$ cat config.mk
export PLATFORM = sky130hd
export DESIGN_NAME = erw_front
export DESIGN_NICKNAME = d
export VERILOG_FILES = /design/src/erw_pkg.sv /design/src/erw_front.sv
export SDC_FILE = /design/constraint.sdc
export NUM_CORES = 1
export LEC_CHECK = 0
export ABC_AREA = 0
export BUFFER_PORTS_ARGS = -buffer_cell sky130_fd_sc_hd__buf_2
export CAP_MARGIN = 20
export CORE_AREA = 5 5 156 158
export CTS_BUF_LIST = sky130_fd_sc_hd__clkbuf_8
export DETAILED_ROUTE_END_ITERATION = 12
export DIE_AREA = 0 0 161 163
export MAX_ROUTING_LAYER = met4
export PLACE_DENSITY = 0.62
export SLEW_MARGIN = 0
export SYNTH_ARGS = -nofsm -noshare
export SYNTH_HDL_FRONTEND = slang
export SYNTH_SLANG_ARGS = --single-unit
$ cat constraint.sdc
create_clock -name i_clk -period 3.2 [get_ports i_clk]
set_input_delay 0.32 -clock i_clk [delete_from_list [all_inputs] [get_ports i_clk]]
set_output_delay 0.32 -clock i_clk [all_outputs]
set_load 0.01 [all_outputs]
$ cat src/erw_pkg.sv
// ----------------------------------------------------------------------------
// erw_pkg
// Shared types, register indexes and saturation helper for the event
// rotation warp pipeline.
// ----------------------------------------------------------------------------
`default_nettype none

package erw_pkg;

    typedef logic signed [31:0] t_word;

    // configuration register indexes
    typedef enum logic [2:0] {
        CFG_ANG_VEL_X      = 3'd0,
        CFG_ANG_VEL_Y      = 3'd1,
        CFG_ANG_VEL_Z      = 3'd2,
        CFG_USE_REFERENCE  = 3'd3,
        CFG_REFERENCE_TIME = 3'd4,
        CFG_PARTIAL_ENABLE = 3'd5,
        CFG_PARTIAL_COUNT  = 3'd6
    } t_cfg_idx;

    // per-event warp mode, decided at the front of the pipe
    typedef enum logic [1:0] {
        MODE_THRU  = 2'd0,  // zero velocity, bearing unchanged
        MODE_WHOLE = 2'd1,  // first and second order terms
        MODE_FIRST = 2'd2,  // first order term only
        MODE_PASS  = 2'd3   // x, y unchanged, z forced to one
    } t_mode;

    // configuration register set
    typedef struct packed {
        logic signed [31:0] ang_vel_x;
        logic signed [31:0] ang_vel_y;
        logic signed [31:0] ang_vel_z;
        logic               use_reference;
        logic signed [31:0] reference_time;
        logic               partial_enable;
        logic        [16:0] partial_count;
    } t_cfg;

    // event payload carried down the pipe
    typedef struct packed {
        logic signed [31:0] x;
        logic signed [31:0] y;
        logic signed [31:0] z;
        logic signed [31:0] t;
        t_mode              mode;
        logic               last;
    } t_evt;

    localparam logic signed [31:0] Q428_ONE = 32'sh1000_0000;

    // clamp a wide signed value to signed 32 bits
    function automatic logic signed [31:0] sat32(input logic signed [40:0] v);
        logic signed [31:0] r;
        if (v > 41'sh0_7FFF_FFFF) begin
            r = 32'sh7FFF_FFFF;
        end else if (v < -41'sh0_8000_0000) begin
            r = 32'sh8000_0000;
        end else begin
            r = v[31:0];
        end
        return r;
    endfunction

endpackage

`default_nettype wire

$ cat src/erw_front.sv
// ----------------------------------------------------------------------------
// erw_front
// Entry stage: time offset with optional reference, bundle index counter and
// per-event mode decision, registered into the first pipeline stage.
// ----------------------------------------------------------------------------
`default_nettype none

module erw_front
    import erw_pkg::*;
#(
    parameter int MAX_BUNDLE = 65536
) (
    input  wire logic         i_clk,
    input  wire logic         i_rst_n,
    input  wire t_cfg         i_cfg,
    input  wire logic         i_accept,   // input transaction this cycle
    input  wire logic         i_load,     // stage register may load
    input  wire logic [127:0] i_data,     // x_in, y_in, z_in, time_offset
    input  wire logic         i_last,
    output t_evt              o_evt
);

    localparam int IDX_W = $clog2(MAX_BUNDLE + 1);
    localparam int CMP_W = (IDX_W > 17) ? IDX_W : 17;

    logic [IDX_W-1:0]   r_idx;
    logic [IDX_W-1:0]   n_idx;
    logic signed [31:0] w_t_raw;
    logic signed [31:0] w_t;
    logic               w_w_zero;
    t_mode              w_mode;
    t_evt               r_evt;

    assign w_t_raw = $signed(i_data[127:96]);

    // event time, optionally relative to the reference time
    always_comb begin
        if (i_cfg.use_reference) begin
            w_t = sat32(41'(w_t_raw) - 41'(i_cfg.reference_time));
        end else begin
            w_t = w_t_raw;
        end
    end

    // mode decision
    assign w_w_zero = (i_cfg.ang_vel_x == '0) && (i_cfg.ang_vel_y == '0)
                   && (i_cfg.ang_vel_z == '0);

    always_comb begin
        if (w_w_zero) begin
            w_mode = MODE_THRU;
        end else if (!i_cfg.partial_enable) begin
            w_mode = MODE_WHOLE;
        end else if (CMP_W'(r_idx) < CMP_W'(i_cfg.partial_count)) begin
            w_mode = MODE_FIRST;
        end else begin
            w_mode = MODE_PASS;
        end
    end

    // bundle index, restarts after the last event, holds at the bundle limit
    always_comb begin
        n_idx = r_idx;
        if (i_accept) begin
            if (i_last) begin
                n_idx = '0;
            end else if (r_idx < IDX_W'(MAX_BUNDLE)) begin
                n_idx = r_idx + 1'b1;
            end
        end
    end

    always_ff @(posedge i_clk) begin
        if (!i_rst_n) begin
            r_idx <= '0;
        end else begin
            r_idx <= n_idx;
        end
    end

    // first pipeline stage
    always_ff @(posedge i_clk) begin
        if (i_load) begin
            r_evt.x    <= $signed(i_data[31:0]);
            r_evt.y    <= $signed(i_data[63:32]);
            r_evt.z    <= $signed(i_data[95:64]);
            r_evt.t    <= w_t;
            r_evt.mode <= w_mode;
            r_evt.last <= i_last;
        end
    end

    assign o_evt = r_evt;

endmodule

`default_nettype wire

==> flow_summary.json <==
{
  "nFillCells": 2227,
  "p_per_area_nw_per_um2": 445.4,
  "synth_common_cells": "131 x edfxtp_1, 82 x inv_1, 49 x ha_1",
  "drt_wl_total_mm": 29.15,
  "finalSetupTns_ns": 0,
  "ys_warn_count": 0,
  "grt_max_degree": 132,
  "viasPerCell": 4.894,
  "relSlewSlack": 0.4811,
  "synth.area.top_cells": "edfxtp_1 51%, ha_1 7.9%, dfxtp_1 4.4%, inv_1 4.0%, a21oi_1 2.7%",
  "synth_ff_type": "edfxtp_1",
  "cts_inserted_buffers": 17,
  "htree_levels": 4,
  "syn_inst": 703,
  "synth.avg_cell_area_um2": 11.05,
  "crit_required_ns": 3.50,
  "gp_congestion": 0.8947,
  "timing.rr.end": "o_evt[1]$_SDFFCE_PP0P_",
  "fp.dieH_um": 163,
  "rsz0062_at_grt": "false",
  "hold_viol": 0,
  "r2r_start": "r_idx[1]$_SDFFE_PN0P_",
  "overflow": 0,
  "row_count": 56,
  "clk_pin_slew_ns": 0.10,
  "p_leak_nw": 5.204,
  "fmax_mhz": 369.4,
  "ir_drop_mv": 0.2012,
  "arrival_ns": 3.01,
  "clock_skew_ns": 0.01236,
  "status": "finished, final reports clean",
  "synth.distinct_cells": 55,
  "ys_ff_latch": 148,
  "areaGrowthSynthToFinish_pct": 43.92,
  "dieWidth_um": 161,
  "drive_gt1_frac": 0.3973,
  "port_buffers": 410,
  "end_kind": "flip-flop",
  "dp_hpwl_mm": 23.54,
  "period_share": 0.8460,
  "synth-edff-count": 131,
  "critPathKind": "primary input to flip-flop",
  "setup_violations": 0,
  "cap_violations": 0,
  "core_um2": 22980,
  "rr_worst_depth": 9,
  "worstMarginPinSlew_ns": 0.7784,
  "gr-usage-all-layers": 0.2213,
  "drt-wirelength-per-cell_um": 19.53,
  "nets": 1515,
  "min_to": "o_evt[57]$_DFFE_PP_",
  "drv_slew": 0,
  "cp_max_fo": 12,
  "fin_crit_ns": 2.707,
  "route.detailed.drc": 0,
  "ys_seq_area_frac": 0.5500,
  "antenna_found_initial": 9,
  "drtPass1Iterations": 5,
  "r2r_setup_slack_ns": 1.20,
  "drt-initial-drc-count": 351,
  "synth_top_cell_by_area": "edfxtp_1",
  "synth_fp_nets": 1033,
  "synthMostInstantiatedCell": "edfxtp_1",
  "synth_area_um2": 7771,
  "hold_path_startpoint": "i_data[86]",
  "ctsRootBufferMaster": "clkbuf_8",
  "post_cts.repair.setup_buffers": 0,
  "cts_tree": "done",
  "vias": 7307,
  "synth_top_area_share": 0.5062,
  "place_ws_ns": -0.01741,
  "setup_ws_ns": 0.4928,
  "startpoint_type": "primary input",
  "grt_pass1_wl_mm": 42.59,
  "drtAntennaViolNets": 0,
  "worst_hold_slack_ns": 0.04118,
  "dieArea_um2": 26240,
  "start_util": 0.3381,
  "clock_latency_ns": 0.45,
  "hold_depth": 1,
  "cts_buffer_depth": 2,
  "io_pins": 411,
  "hp-class": "primary input to flip-flop",
  "grt_pass1_vias": 7486,
  "clkSinkCount": 148,
  "async_flop_share": 0
}
## worst max path at each step
stage                     startpoint                   to
after floorplan           i_data[96]  o_evt[20]$_DFFE_PP_
after global placement     i_cfg[22]  o_evt[31]$_DFFE_PP_
after detailed placement  i_data[96]  o_evt[19]$_DFFE_PP_
after CTS                 i_data[96]  o_evt[16]$_DFFE_PP_
after global routing      i_data[96]  o_evt[16]$_DFFE_PP_
final                     i_data[96]  o_evt[19]$_DFFE_PP_
## final cells by class
type | instances | area, um2 | share of cell area
Inverter | 82 | 307.8 | 0.02752
Antenna cell | 5 | 12.51 | 0.001119
Multi-Input combinational cell | 452 | 3083 | 0.2756
Sequential cell | 148 | 4274 | 0.3821
Timing Repair Buffer | 484 | 2754 | 0.2462
Clock inverter | 15 | 156.4 | 0.01398
Clock buffer | 17 | 234.0 | 0.02092
Tap cell | 290 | 362.8 | 0.03244
## worst max-delay path, stage by stage
cell and delay, ns:
buf_2 0.08, inv_1 0.05, ha_1 0.22, fa_1 0.42, nor2b_1 0.17, o2111a_1 0.24
o311ai_1 0.11, a21o_1 0.19, a21oi_1 0.20, a31oi_1 0.22, o21bai_2 0.26, buf_4 0.24
o211ai_1 0.13, o21ai_1 0.13
## placed cells by master (no fill, tap or decap), drive strengths merged, types with 3 or more instances in the layout
cell and instances:
nand2 44, nor2 42, a21oi 42, and3 6, buf 433, inv 92, nand2b 7, dlygate4sd3 51
and2 4, edfxtp 131, clkinv 3, nand4 15, o2bb2ai 3, ha 49, o211ai 26, o21ai 53
nor2b 6, a31oi 7, xor2 18, o22ai 4, a21o 19, dfxtp 17, xnor2 20, nand3 12
nor3 6, diode 5, nor4 26, o21bai 3, and4 3, or3 5, a311oi 3, clkbuf 17
a211oi 5
## state kept, by name (all words and copies together), names as in the netlist
name	cells
o_evt	131
r_idx	17
## routing by layer
| layer | wire, um | up-vias | global-route usage | part of all wire |
|---|---|---|---|---|
| li1 | - | 3569 | - | - |
| met1 | 11060 | 3433 | 0.2402 | 0.38 |
| met2 | 15270 | 271 | 0.3927 | 0.52 |
| met3 | 1872 | 34 | 0.05163 | 0.064 |
| met4 | 950 | 0 | 0.08957 | 0.033 |
| met5 | 0 | - | - | 0 |
## where the power goes
part / internal [W] / switching [W]
Combinational: 0.000539 / 0.000649
Clock: 0.000588 / 0.000868
Sequential: 0.00229 / 0.0000457
## stage by stage
step	total power, W	util	std cells	cell area, um2
after detailed placement	0.003523	0.4469	1405	10270
after CTS	0.005046	0.4861	1488	11170
after global routing	0.005252	0.4867	1493	11180
final	0.004981	0.4867	1493	11180
after global placement	0.003513	0.4469	1405	10270
after floorplan	0.002959	-	703	7771
## logic make-up after synthesis
kind of cell / Yosys count / synth area share
flip-flops: 148 / 0.5500
multiplexers: 2 / 0.002576
XOR/XNOR: 38 / 0.04379
buffers and inverters: 103 / 0.05329
AND/OR/NAND/NOR: 183 / 0.1211
adder cells (fa/ha/maj): 50 / 0.08147
AO/OA/AOI/OAI: 179 / 0.1478
## repair_timing
action / in CTS / in global routing
resized for setup: 0 / 0
endpoints found under the hold margin: 51 / 0
hold buffers: 51 / 0
(Power assumes the default switching activity.)
